## src/hdl/fq2d_pkg.sv

```systemverilog
`default_nettype none
package fq2d_pkg;

    localparam logic [7:0] CHAR_MINUS = 8'h2D;
    localparam logic [7:0] CHAR_POINT = 8'h2E;
    localparam logic [7:0] CHAR_ZERO  = 8'h30;

    typedef enum logic [2:0] {
        ST_IDLE,
        ST_CONV,
        ST_SIGN,
        ST_INT,
        ST_POINT,
        ST_FRAC
    } fq2d_state_t;

    typedef struct packed {
        logic load;
        logic shift_digit;
    } fq2d_bcd_ctrl_t;

    typedef struct packed {
        logic       busy;
        logic [3:0] top_digit;
    } fq2d_bcd_status_t;

    typedef struct packed {
        logic load;
        logic step;
    } fq2d_frac_ctrl_t;

    typedef struct packed {
        logic [3:0] digit;
        logic       next_zero;
        logic       is_zero;
    } fq2d_frac_status_t;

endpackage
`default_nettype wire

```

## src/hdl/fq2d_if.sv

```systemverilog
`default_nettype none
interface fq2d_in_if;
    logic               valid;
    logic               ready;
    logic signed [63:0] raw_value;

    modport source (output valid, output raw_value, input ready);
    modport sink (input valid, input raw_value, output ready);
endinterface

interface fq2d_out_if;
    logic       valid;
    logic       ready;
    logic [7:0] text_char;
    logic       last_char;

    modport source (output valid, output text_char, output last_char, input ready);
    modport sink (input valid, input text_char, input last_char, output ready);
endinterface
`default_nettype wire

```

## src/hdl/fq2d_bcd_conv.sv

```systemverilog
`default_nettype none
module fq2d_bcd_conv #(
    parameter int INT_BITS   = 32,
    parameter int NUM_DIGITS = 10
) (
    input  wire logic                      clk,
    input  wire logic                      rst_n,
    input  wire fq2d_pkg::fq2d_bcd_ctrl_t  ctrl,
    input  wire logic [INT_BITS-1:0]       load_value,
    output      fq2d_pkg::fq2d_bcd_status_t status
);
    import fq2d_pkg::*;

    localparam int CW = $clog2(INT_BITS + 1);
    localparam int BW = 4 * NUM_DIGITS;

    logic [INT_BITS-1:0] bin_reg;
    logic [BW-1:0]       bcd_reg;
    logic [CW-1:0]       cnt_reg;
    logic [BW-1:0]       adj;

    // add 3 to every digit of five or more before the shift
    always_comb
    begin
        logic [3:0] d;
        adj = '0;
        for (int i = 0; i < NUM_DIGITS; i++)
        begin
            d = bcd_reg[4*i +: 4];
            adj[4*i +: 4] = (d >= 4'd5) ? d + 4'd3 : d;
        end
    end

    always_ff @(posedge clk or negedge rst_n)
    begin
        if (!rst_n)
        begin
            cnt_reg <= '0;
        end
        else if (ctrl.load)
        begin
            cnt_reg <= CW'(INT_BITS);
        end
        else if (cnt_reg != '0)
        begin
            cnt_reg <= cnt_reg - 1'b1;
        end
    end

    always_ff @(posedge clk)
    begin
        if (ctrl.load)
        begin
            bin_reg <= load_value;
            bcd_reg <= '0;
        end
        else if (cnt_reg != '0)
        begin
            bcd_reg <= {adj[BW-2:0], bin_reg[INT_BITS-1]};
            bin_reg <= {bin_reg[INT_BITS-2:0], 1'b0};
        end
        else if (ctrl.shift_digit)
        begin
            bcd_reg <= {bcd_reg[BW-5:0], 4'd0};
        end
    end

    assign status.busy      = (cnt_reg != '0);
    assign status.top_digit = bcd_reg[BW-1 -: 4];

endmodule
`default_nettype wire

```

## src/hdl/fq2d_frac_unit.sv

```systemverilog
`default_nettype none
module fq2d_frac_unit #(
    parameter int FRAC_BITS = 32
) (
    input  wire logic                        clk,
    input  wire fq2d_pkg::fq2d_frac_ctrl_t   ctrl,
    input  wire logic [FRAC_BITS-1:0]        load_value,
    output      fq2d_pkg::fq2d_frac_status_t status
);
    import fq2d_pkg::*;

    localparam int PW = FRAC_BITS + 4;

    logic [FRAC_BITS-1:0] frac_reg;
    logic [PW-1:0]        prod;

    // times ten as (x << 3) + (x << 1)
    assign prod = ({4'd0, frac_reg} << 3) + ({4'd0, frac_reg} << 1);

    always_ff @(posedge clk)
    begin
        if (ctrl.load)
        begin
            frac_reg <= load_value;
        end
        else if (ctrl.step)
        begin
            frac_reg <= prod[FRAC_BITS-1:0];
        end
    end

    assign status.digit     = prod[PW-1:FRAC_BITS];
    assign status.next_zero = (prod[FRAC_BITS-1:0] == '0);
    assign status.is_zero   = (frac_reg == '0);

endmodule
`default_nettype wire

```

## src/hdl/fixed_q32_32_to_decimal_text.sv

```systemverilog
`default_nettype none
// Converts one signed 64-bit fixed-point value with FRAC_BITS fraction bits
// into its exact decimal text, one ASCII character per output transfer, with
// last_char marking the final character: an optional '-', the integer digits
// without leading zeros, and, for a nonzero fraction, '.' and the fraction
// digits without trailing zeros. Per value: the input is taken, the integer
// part runs through binary-to-BCD shift-and-add-3, the conversion state is
// left, then each character is loaded for output or each leading zero
// skipped in turn, characters waiting while the output stalls. Characters
// and skipped zeros together never exceed 1 + NUM_DIGITS + 1 + FRAC_BITS
// (44 at the default: sign, ten digit positions, point, 32 fraction
// digits). The input is not ready until the previous value's last
// character has been loaded for output.
module fixed_q32_32_to_decimal_text #(
    parameter int FRAC_BITS = 32
) (
    input wire logic   clk,
    input wire logic   rst_n,
    fq2d_in_if.sink    in_ch,
    fq2d_out_if.source out_ch
);
    import fq2d_pkg::*;

    localparam int INT_BITS   = 64 - FRAC_BITS;
    localparam int NUM_DIGITS = (INT_BITS * 1233) / 4096 + 1;
    localparam int DCW        = $clog2(NUM_DIGITS);

    fq2d_state_t       state_reg, state_next;
    logic              neg_reg;
    logic              started_reg, started_next;
    logic [DCW-1:0]    dcnt_reg, dcnt_next;
    logic              out_valid_reg, out_valid_next;
    logic [7:0]        char_reg, char_next;
    logic              last_reg, last_next;

    logic              accept;
    logic              can_load;
    logic [63:0]       mag;
    fq2d_bcd_ctrl_t    bcd_ctrl;
    fq2d_bcd_status_t  bcd_status;
    fq2d_frac_ctrl_t   frac_ctrl;
    fq2d_frac_status_t frac_status;

    assign in_ch.ready = (state_reg == ST_IDLE);
    assign accept      = in_ch.valid && in_ch.ready;
    assign can_load    = !out_valid_reg || out_ch.ready;
    assign mag         = in_ch.raw_value[63] ? (64'd0 - 64'(in_ch.raw_value))
                                             : 64'(in_ch.raw_value);

    fq2d_bcd_conv #(
        .INT_BITS   (INT_BITS),
        .NUM_DIGITS (NUM_DIGITS)
    ) u_bcd (
        .clk        (clk),
        .rst_n      (rst_n),
        .ctrl       (bcd_ctrl),
        .load_value (mag[63:FRAC_BITS]),
        .status     (bcd_status)
    );

    fq2d_frac_unit #(
        .FRAC_BITS (FRAC_BITS)
    ) u_frac (
        .clk        (clk),
        .ctrl       (frac_ctrl),
        .load_value (mag[FRAC_BITS-1:0]),
        .status     (frac_status)
    );

    always_ff @(posedge clk or negedge rst_n)
    begin
        if (!rst_n)
        begin
            state_reg     <= ST_IDLE;
            started_reg   <= 1'b0;
            dcnt_reg      <= '0;
            out_valid_reg <= 1'b0;
        end
        else
        begin
            state_reg     <= state_next;
            started_reg   <= started_next;
            dcnt_reg      <= dcnt_next;
            out_valid_reg <= out_valid_next;
        end
    end

    always_ff @(posedge clk)
    begin
        if (accept)
        begin
            neg_reg <= in_ch.raw_value[63];
        end
        char_reg <= char_next;
        last_reg <= last_next;
    end

    always_comb
    begin
        state_next     = state_reg;
        started_next   = started_reg;
        dcnt_next      = dcnt_reg;
        out_valid_next = out_valid_reg && !out_ch.ready;
        char_next      = char_reg;
        last_next      = last_reg;
        bcd_ctrl       = '0;
        frac_ctrl      = '0;

        unique case (state_reg)
            ST_IDLE:
            begin
                if (accept)
                begin
                    bcd_ctrl.load  = 1'b1;
                    frac_ctrl.load = 1'b1;
                    started_next   = 1'b0;
                    dcnt_next      = DCW'(NUM_DIGITS - 1);
                    state_next     = ST_CONV;
                end
            end
            ST_CONV:
            begin
                if (!bcd_status.busy)
                begin
                    state_next = neg_reg ? ST_SIGN : ST_INT;
                end
            end
            ST_SIGN:
            begin
                if (can_load)
                begin
                    out_valid_next = 1'b1;
                    char_next      = CHAR_MINUS;
                    last_next      = 1'b0;
                    state_next     = ST_INT;
                end
            end
            ST_INT:
            begin
                if (bcd_status.top_digit == 4'd0 && !started_reg && dcnt_reg != '0)
                begin
                    // drop a leading zero
                    bcd_ctrl.shift_digit = 1'b1;
                    dcnt_next            = dcnt_reg - 1'b1;
                end
                else if (can_load)
                begin
                    out_valid_next       = 1'b1;
                    char_next            = CHAR_ZERO + {4'd0, bcd_status.top_digit};
                    last_next            = (dcnt_reg == '0) && frac_status.is_zero;
                    started_next         = 1'b1;
                    bcd_ctrl.shift_digit = 1'b1;
                    if (dcnt_reg == '0)
                    begin
                        state_next = frac_status.is_zero ? ST_IDLE : ST_POINT;
                    end
                    else
                    begin
                        dcnt_next = dcnt_reg - 1'b1;
                    end
                end
            end
            ST_POINT:
            begin
                if (can_load)
                begin
                    out_valid_next = 1'b1;
                    char_next      = CHAR_POINT;
                    last_next      = 1'b0;
                    state_next     = ST_FRAC;
                end
            end
            ST_FRAC:
            begin
                if (can_load)
                begin
                    // a zero remainder means only zero digits would follow
                    out_valid_next = 1'b1;
                    char_next      = CHAR_ZERO + {4'd0, frac_status.digit};
                    last_next      = frac_status.next_zero;
                    frac_ctrl.step = 1'b1;
                    if (frac_status.next_zero)
                    begin
                        state_next = ST_IDLE;
                    end
                end
            end
            default:
            begin
                state_next = ST_IDLE;
            end
        endcase
    end

    assign out_ch.valid     = out_valid_reg;
    assign out_ch.text_char = char_reg;
    assign out_ch.last_char = last_reg;

    a_accept_starts_conv: assert property (@(posedge clk) disable iff (!rst_n)
        accept |=> state_reg == ST_CONV)
        else $error("accepted value did not start conversion");

    a_bcd_busy_in_conv: assert property (@(posedge clk) disable iff (!rst_n)
        bcd_status.busy |-> state_reg == ST_CONV)
        else $error("BCD unit busy outside conversion");

    a_frac_nonzero: assert property (@(posedge clk) disable iff (!rst_n)
        state_reg == ST_FRAC |-> !frac_status.is_zero)
        else $error("fraction digits emitted from a zero remainder");

    a_point_needs_frac: assert property (@(posedge clk) disable iff (!rst_n)
        state_reg == ST_POINT |-> !frac_status.is_zero)
        else $error("point pending with a zero fraction");

endmodule
`default_nettype wire

```

## src/flat_wrapper.sv

```systemverilog
// flat-port wrapper written by rule: the top's interface ports become plain ports
module fixed_q32_32_to_decimal_text_flat import fq2d_pkg::*;
#(
    parameter int FRAC_BITS = 32
)
  (clk, rst_n, in_ch_valid, in_ch_raw_value, in_ch_ready, out_ch_valid, out_ch_text_char, out_ch_last_char, out_ch_ready);
  fq2d_in_if in_ch_i ();
  fq2d_out_if out_ch_i ();
  input wire logic clk;
  input wire logic rst_n;
  input wire logic [$bits(in_ch_i.valid)-1:0] in_ch_valid;
  input wire logic [$bits(in_ch_i.raw_value)-1:0] in_ch_raw_value;
  output wire logic [$bits(in_ch_i.ready)-1:0] in_ch_ready;
  output wire logic [$bits(out_ch_i.valid)-1:0] out_ch_valid;
  output wire logic [$bits(out_ch_i.text_char)-1:0] out_ch_text_char;
  output wire logic [$bits(out_ch_i.last_char)-1:0] out_ch_last_char;
  input wire logic [$bits(out_ch_i.ready)-1:0] out_ch_ready;
  assign in_ch_i.valid = in_ch_valid;
  assign in_ch_i.raw_value = in_ch_raw_value;
  assign in_ch_ready = in_ch_i.ready;
  assign out_ch_valid = out_ch_i.valid;
  assign out_ch_text_char = out_ch_i.text_char;
  assign out_ch_last_char = out_ch_i.last_char;
  assign out_ch_i.ready = out_ch_ready;
  fixed_q32_32_to_decimal_text #(.FRAC_BITS(FRAC_BITS)) u_core (.clk(clk), .rst_n(rst_n), .in_ch(in_ch_i), .out_ch(out_ch_i));
endmodule
```

## config.mk

```make
export PLATFORM = sky130hd
export DESIGN_NAME = fixed_q32_32_to_decimal_text_flat
export DESIGN_NICKNAME = d
export VERILOG_FILES = /design/src/hdl/fq2d_pkg.sv /design/src/hdl/fq2d_if.sv /design/src/hdl/fq2d_bcd_conv.sv /design/src/hdl/fq2d_frac_unit.sv /design/src/hdl/fixed_q32_32_to_decimal_text.sv /design/src/flat_wrapper.sv
export SDC_FILE = /design/constraint.sdc
export NUM_CORES = 1
export LEC_CHECK = 0
export ABC_CLOCK_PERIOD_IN_PS = 10000
export CAP_MARGIN = 25
export CORE_UTILIZATION = 45
export DETAILED_ROUTE_END_ITERATION = 7
export DONT_BUFFER_PORTS = 1
export GPL_ROUTABILITY_DRIVEN = 0
export PLACE_DENSITY = 0.67
export SLEW_MARGIN = 10
export SYNTH_ARGS = -nofsm -noshare
export SYNTH_HDL_FRONTEND = slang
export SYNTH_HIERARCHICAL = 1
export SYNTH_SLANG_ARGS = --single-unit
```

## constraint.sdc

```tcl
create_clock -name clk -period 10 [get_ports clk]
set_input_delay 1.5 -clock clk [delete_from_list [all_inputs] [get_ports clk]]
set_output_delay 1.5 -clock clk [all_outputs]
set_load 0.02 [all_outputs]
```

==> results_dict.tcl, run 1 <==
set metrics [dict create \
    status "completed" \
    syn_area_um2 9870 \
    clock_latency_ns 0.42 \
    final.setup.tns_ns 0 \
    worst-r2r-cell-count 14 \
    largest_reg_flops 40 \
    die-area_um2 22500 \
    fin_ws_ns 5.66 \
    routedWlPerCell_um 18.0 \
    powerDensity_nw_per_um2 380 \
    layout.nets 1137 \
    worstPathCellList "ha_1 > a2111oi_4 > o21ai_0 > a211oi_1 > o21bai_1 > a21oi_1 > xor2_1 > and2_1 > nand4bb_1 > nor4b_2 > o21ai_0 > a21oi_1 > o21ai_0 > a211o_1" \
    cp_data_arrival_time_ns 4.64 \
    cpMaxStageDelayCell "a211oi_1" \
    post_cts_resized 0 \
    worstPathRequired_ns 10.30 \
    clk_path_buf_depth 2 \
    initial_core_util 0.464 \
    slew_violations 0 \
    grt_overflow 0 \
    drv_cap 0 \
    antenna_found_initial 0 \
    yosysSeqAreaShare 0.335 \
    slowest_delay_ns 0.55 \
    firstDrtPassIters 5 \
    power_frac_seq 0.286 \
    cts_tree "built" \
    viasPerCell 6.12 \
    setup_viol 0 \
    port_buffers 0 \
    drt-total-wl_um 23400 \
    leakagePower_nw 3.75 \
    grt_pass1_wl_um 37700 \
    root_buffer "clkbuf_16" \
    syn_area_per_cell_um2 9.42 \
    drive_above_1_share 0.113 \
    cts_setup_buffers 0 \
    relSlewSlack 0.455 \
    ys_dominant_reg_cell "edfxtp_1" \
    clockPowerShare 0.162 \
    finClkSkew_ns 0.00832 \
    die_x_um 150 \
    floorplan.rows 53 \
    vias 7963 \
    critPathLaunchType "flop" \
    cpMostUsedCell "o21ai_0" \
    crit_start "u_core/u_frac/frac_reg[8]" \
    internal_power_mw 2.30 \
    pwr-share-comb 0.552 \
    place_hpwl_um 16800 \
    antenna_left 0 \
    fin_crit_sh 0.434 \
    switchingPower_mw 1.74 \
    antenna_cells 0 \
    numCtsBuffers 17 \
    drc_errors 0 \
    cp-endpoint "u_core/state_reg[0]" \
    netSwitchingFraction 0.430 \
    num_io_pins 79 \
    synthCells 1048 \
    yosysUniqueCellTypes 80 \
    grt_max_degree 82 \
    drtIter0Drc 734 \
    cts_hold_buffers 0 \
    worstMarginPinSlew_ns 0.817 \
    core_um2 21300 \
    clk_pin_slew_ns 0.06 \
    place_ws_ns 5.63 \
    ir_drop_mv 0.140 \
    die_h_um 150 \
    period_needed_ns 4.34 \
    yosys_warnings 6 \
    hold_viol 0 \
    min_path_type "reg -> reg" \
    crit_type "reg -> reg" \
    grt_pass1_vias 7390 \
    reg2reg_to "u_core/state_reg[0]" \
    mostFrequentLayoutCells "xnor2_1, nand2_1, o21ai_0, edfxtp_1, ha_1" \
    clock.fmax_mhz 230 \
    reg2reg_slack_ns 5.66 \
    final_util 0.499 \
    grt_setup_unrepaired "no" \
    grt_usage 0.214 \
    ys_ff_latch 126 \
    r2r_start "u_core/u_frac/frac_reg[8]" \
    synth_edf_count 71 \
    cts.sinks 126 \
    crit_path_max_fanout 10 \
    final_common_cell "xnor2_1" \
    async_flop_share 0.119 \
    cp-end-kind "flop" \
    area_growth_syn_to_layout_pct 7.55 \
    htree_levels 4 \
]
==> synthesized netlist by cell type, types with 4 or more instances <==
library cell	n	area, um2
buf_2	14	70.1
o41ai_1	9	78.8
and2_1	5	31.3
nor4_1	12	75.1
o21bai_1	5	37.5
mux2_2	42	473
nand4_1	13	81.3
xnor2_1	85	744
a311oi_1	5	43.8
o211ai_1	4	30.0
nor3b_1	20	150
a211oi_1	53	398
o31ai_1	22	165
or4_1	17	128
xor2_1	11	96.3
a21oi_1	53	265
clkbuf_1	31	116
inv_1	41	154
nand3_1	15	75.1
ha_1	54	676
nor2_1	46	173
o211a_1	10	100
nor3_1	14	70.1
edfxtp_1	71	2130
o21a_1	14	105
o31ai_2	5	62.6
or3_1	10	62.6
nand2_1	80	300
dfrtp_1	15	375
o21ai_0	71	355
buf_4	9	67.6
dfxtp_1	40	801
mux2i_1	37	370
nand2b_1	21	131
a21o_1	9	67.6
a31oi_1	5	31.3
o21ai_1	7	35.0
o41ai_2	4	65.1
a211o_1	4	35.0
==> layout make-up <==
cell class	instances	area, um2
Timing Repair Buffer	5	37.5
Multi-Input combinational cell	821	6130
Clock buffer	23	553
Inverter	43	164
Clock inverter	9	87.6
Tap cell	275	344
Fill cell	1938	10700
Sequential cell	126	3310
==> cell families after synthesis <==
family,Yosys count,share of synthesized area
XOR/XNOR,96,0.0851
multiplexers,79,0.0854
flip-flops,126,0.335
AND/OR/NAND/NOR,286,0.163
AO/OA/AOI/OAI,302,0.214
buffers and inverters,102,0.0462
other,2,0.000761
adder cells (fa/ha/maj),55,0.0705
==> layer usage <==
layer,vias to the layer above,global-route usage,routed length (um)
met5,-,0,0
met4,0,0.0737,454
met3,27,0.0394,1120
met2,191,0.342,10800
met1,3863,0.289,11000
li1,3882,-,-
==> power groups by stage <==
stage / logic, mW / registers [mW] / clock network (mW)
after floorplan: 1.82 / 1.07 / 0
after global placement: 2.16 / 1.16 / 0
after detailed placement: 2.18 / 1.16 / 0
after CTS: 2.20 / 1.16 / 0.668
after global routing: 2.47 / 1.19 / 0.688
final: 2.23 / 1.16 / 0.654
==> stage by stage <==
| stage | cells | hold slack (ns) | area, um2 | power, mW |
|---|---|---|---|---|
| global placement | 1270 | 0.480 | 9980 | 3.32 |
| global route | 1302 | 0.529 | 10600 | 4.35 |
| floorplan | 1049 | 0.454 | 9880 | 2.90 |
| detailed placement | 1270 | 0.482 | 9980 | 3.34 |
| CTS | 1302 | 0.497 | 10600 | 4.02 |
| finish | 1302 | 0.493 | 10600 | 4.04 |
==> worst max-delay path: cells and delay by family (launching register included) <==
family / cells / cell delay, ns
DFF: 1 / 0.44
AOI/OAI and AO/OA: 9 / 2.47
adders and majority gates: 1 / 0.44
and+or+nand+nor: 3 / 0.63
xor gates and xnor gates: 1 / 0.24
==> worst min-delay path by stage <==
stage / from / end / depth (start not counted) / slack, ns
2_1_floorplan: u_core/started_reg / u_core/started_reg / 2 / 0.45
3_5_place_dp: u_core/started_reg / u_core/started_reg / 2 / 0.48
6_report: u_core/started_reg / u_core/started_reg / 2 / 0.49
4_1_cts: u_core/started_reg / u_core/started_reg / 2 / 0.50
3_3_place_gp: u_core/started_reg / u_core/started_reg / 2 / 0.48
5_1_grt: u_core/dcnt_reg[0] / u_core/dcnt_reg[0] / 1 / 0.53
Power figures use the tool's default switching activity.
==> run 2: changes to the inputs <==
--- a/config.mk
+++ b/config.mk
@@ -5,13 +5,13 @@
 export SDC_FILE = /design/constraint.sdc
 export NUM_CORES = 1
 export LEC_CHECK = 0
-export ABC_CLOCK_PERIOD_IN_PS = 10000
+export ABC_CLOCK_PERIOD_IN_PS = 3500
 export CAP_MARGIN = 25
 export CORE_UTILIZATION = 45
 export DETAILED_ROUTE_END_ITERATION = 7
 export DONT_BUFFER_PORTS = 1
 export GPL_ROUTABILITY_DRIVEN = 0
-export PLACE_DENSITY = 0.67
+export PLACE_DENSITY = 0.69
 export SLEW_MARGIN = 10
 export SYNTH_ARGS = -nofsm -noshare
 export SYNTH_HDL_FRONTEND = slang
==> constraint.sdc (replaced) <==
create_clock -name clk -period 3.5 [get_ports clk]
set_input_delay 0.525 -clock clk [delete_from_list [all_inputs] [get_ports clk]]
set_output_delay 0.525 -clock clk [all_outputs]
set_load 0.02 [all_outputs]
==> run 2 against run 1 <==
  * The run now ends with setup timing left
  * Cell count rose by 8.4%
  * Setup slack worse by 6.0 ns
  * Total power rose to 3.4 times the previous value
  * Sequential power grew to 2.8 times the previous value
  * Core utilization increased by 4.6 points
  * Global-route usage rose by 1.1 points
  * Clock-buffer cell count shrank 6
  * Critical endpoint unchanged
  * Largest cell class unchanged
==> results_dict.tcl, run 2 (same netlist as run 1, synthesis figures left out) <==
set metrics [dict create \
    vias 8430 \
    ir_drop_mv 0.551 \
    die_h_um 150 \
    clk_path_buf_depth 2 \
    viasPerCell 5.97 \
    num_io_pins 79 \
    relSlewSlack 0.418 \
    drt-total-wl_um 24800 \
    die-area_um2 22500 \
    cts.sinks 126 \
    setup_viol 4 \
    clk_pin_slew_ns 0.06 \
    drive_above_1_share 0.217 \
    root_buffer "clkbuf_16" \
    initial_core_util 0.464 \
    cp_data_arrival_time_ns 4.11 \
    period_needed_ns 3.79 \
    reg2reg_slack_ns -0.29 \
    drv_cap 0 \
    routedWlPerCell_um 17.6 \
    htree_levels 4 \
    numCtsBuffers 17 \
    antenna_cells 0 \
    cp-end-kind "flop" \
    grt_max_degree 68 \
    hold_viol 0 \
    clock.fmax_mhz 264 \
    final_common_cell "buf_4" \
    antenna_left 0 \
    die_x_um 150 \
    worstMarginPinSlew_ns 0.873 \
    floorplan.rows 53 \
    largest_reg_flops 40 \
    leakagePower_nw 4.29 \
    grt_usage 0.225 \
    fin_crit_sh 1.08 \
    crit_type "reg -> reg" \
    worstPathRequired_ns 3.82 \
    crit_path_max_fanout 4 \
    violations "setup timing" \
    layout.nets 1247 \
    status "complete, but fails checks" \
    drc_errors 0 \
    cts_tree "built" \
    place_ws_ns -0.435 \
    place_hpwl_um 17600 \
    grt_overflow 0 \
    clock_latency_ns 0.43 \
    final_util 0.545 \
    powerDensity_nw_per_um2 1180 \
    area_growth_syn_to_layout_pct 17.4 \
    firstDrtPassIters 5 \
    mostFrequentLayoutCells "buf_4, xnor2_1, nand2_1, edfxtp_1, o21ai_0" \
    critPathLaunchType "flop" \
    antenna_found_initial 0 \
    slew_violations 0 \
    drtIter0Drc 675 \
    fin_ws_ns -0.293 \
    grt_pass1_vias 7972 \
    finClkSkew_ns 0.0178 \
    port_buffers 0 \
    min_path_type "in -> reg" \
    core_um2 21300 \
    grt_setup_unrepaired "yes" \
    grt_pass1_wl_um 40100 \
    total_power_mw 13.7 \
]
-- run 2: cell count changes in the layout (fill, tap and decap cells not counted), moves of 3 or more --
cell / delta
a21oi_1: -8
a21oi_2: +8
buf_4: +105
clkbuf_16: -4
clkinv_1: +4
ha_1: -4
ha_2: +3
inv_4: -3
o21ai_0: -8
o21ai_1: +6
-- run 2: worst max-delay path, cell delays in order, from the launching register on --
cell and delay, ns:
edfxtp_1 0.44, buf_4 0.17, ha_2 0.32, buf_4 0.13, nor2_1 0.04, mux2_2 0.25
a311oi_1 0.37, nand2_1 0.19, nor4b_4 0.27, nand4_1 0.13, nor4_2 0.20, nand4bb_1 0.16
nor4b_2 0.30, o21ai_1 0.13, a21oi_2 0.15, o21ai_1 0.11, a211o_1 0.31
-- run 2: per-stage QoR --
stage | std cells | hold slack [ns] | cell area [um2] | setup TNS (ns)
2_1_floorplan | 1049 | 0.229 | 9890 | -0.0884
3_3_place_gp | 1371 | 0.230 | 10800 | -0.776
3_5_place_dp | 1371 | 0.230 | 10800 | -1.05
4_1_cts | 1408 | 0.196 | 11500 | -0.468
5_1_grt | 1412 | 0.197 | 11600 | -1.59
6_report | 1412 | 0.214 | 11600 | -0.904
-- run 2: final cells by class --
class                      instances  area (um2)
multi-input combinational        821        6280
clock inverter                    15         171
clock buffer                      17         425
inverter                          43         164
fill                            1859        9690
timing repair buffer             115         898
tap                              275         344
sequential                       126        3310
-- run 2: final timing paths --
check | cells after the start | endpoint | from
worst max register to register | 16 | u_core/state_reg[0] | u_core/u_frac/frac_reg[6]
worst min-delay path | 0 | u_core/neg_reg | in_ch_raw_value[63]
min in group asynchronous | 1 | u_core/state_reg[0] | rst_n
worst min register to register | 2 | u_core/u_bcd/bcd_reg[0] | u_core/u_bcd/bin_reg[31]
worst max-delay path | 16 | u_core/state_reg[0] | u_core/u_frac/frac_reg[6]
max in group asynchronous | 1 | u_core/u_bcd/cnt_reg[2] | rst_n
-- run 2: routing by layer --
layer  share of wire  global-route usage  routed length [um]  vias up
met1            0.46               0.298               11500     4035
met5               0                   0                   0        -
met2            0.45               0.350               11100      267
met3           0.069              0.0636                1720       25
met4           0.019              0.0778                 473        0
li1                -                   -                   -     4103
-- run 2: where the power goes --
| group | internal (mW) | leakage (nW) | total [mW] | switching, mW |
|---|---|---|---|---|
| Clock | 1.11 | 0.285 | 1.81 | 0.696 |
| Combinational | 4.23 | 2.78 | 8.55 | 4.32 |
| Sequential | 2.62 | 1.22 | 3.29 | 0.673 |
-- run 2: repair_timing --
item / in CTS / in global routing
hold buffers: 1 / 0
pin swaps: 7 / 6
endpoints found under the hold margin: 15 / 0
resized for setup: 25 / 12
setup buffers: 4 / 4
endpoints found under the setup margin: 4 / 7
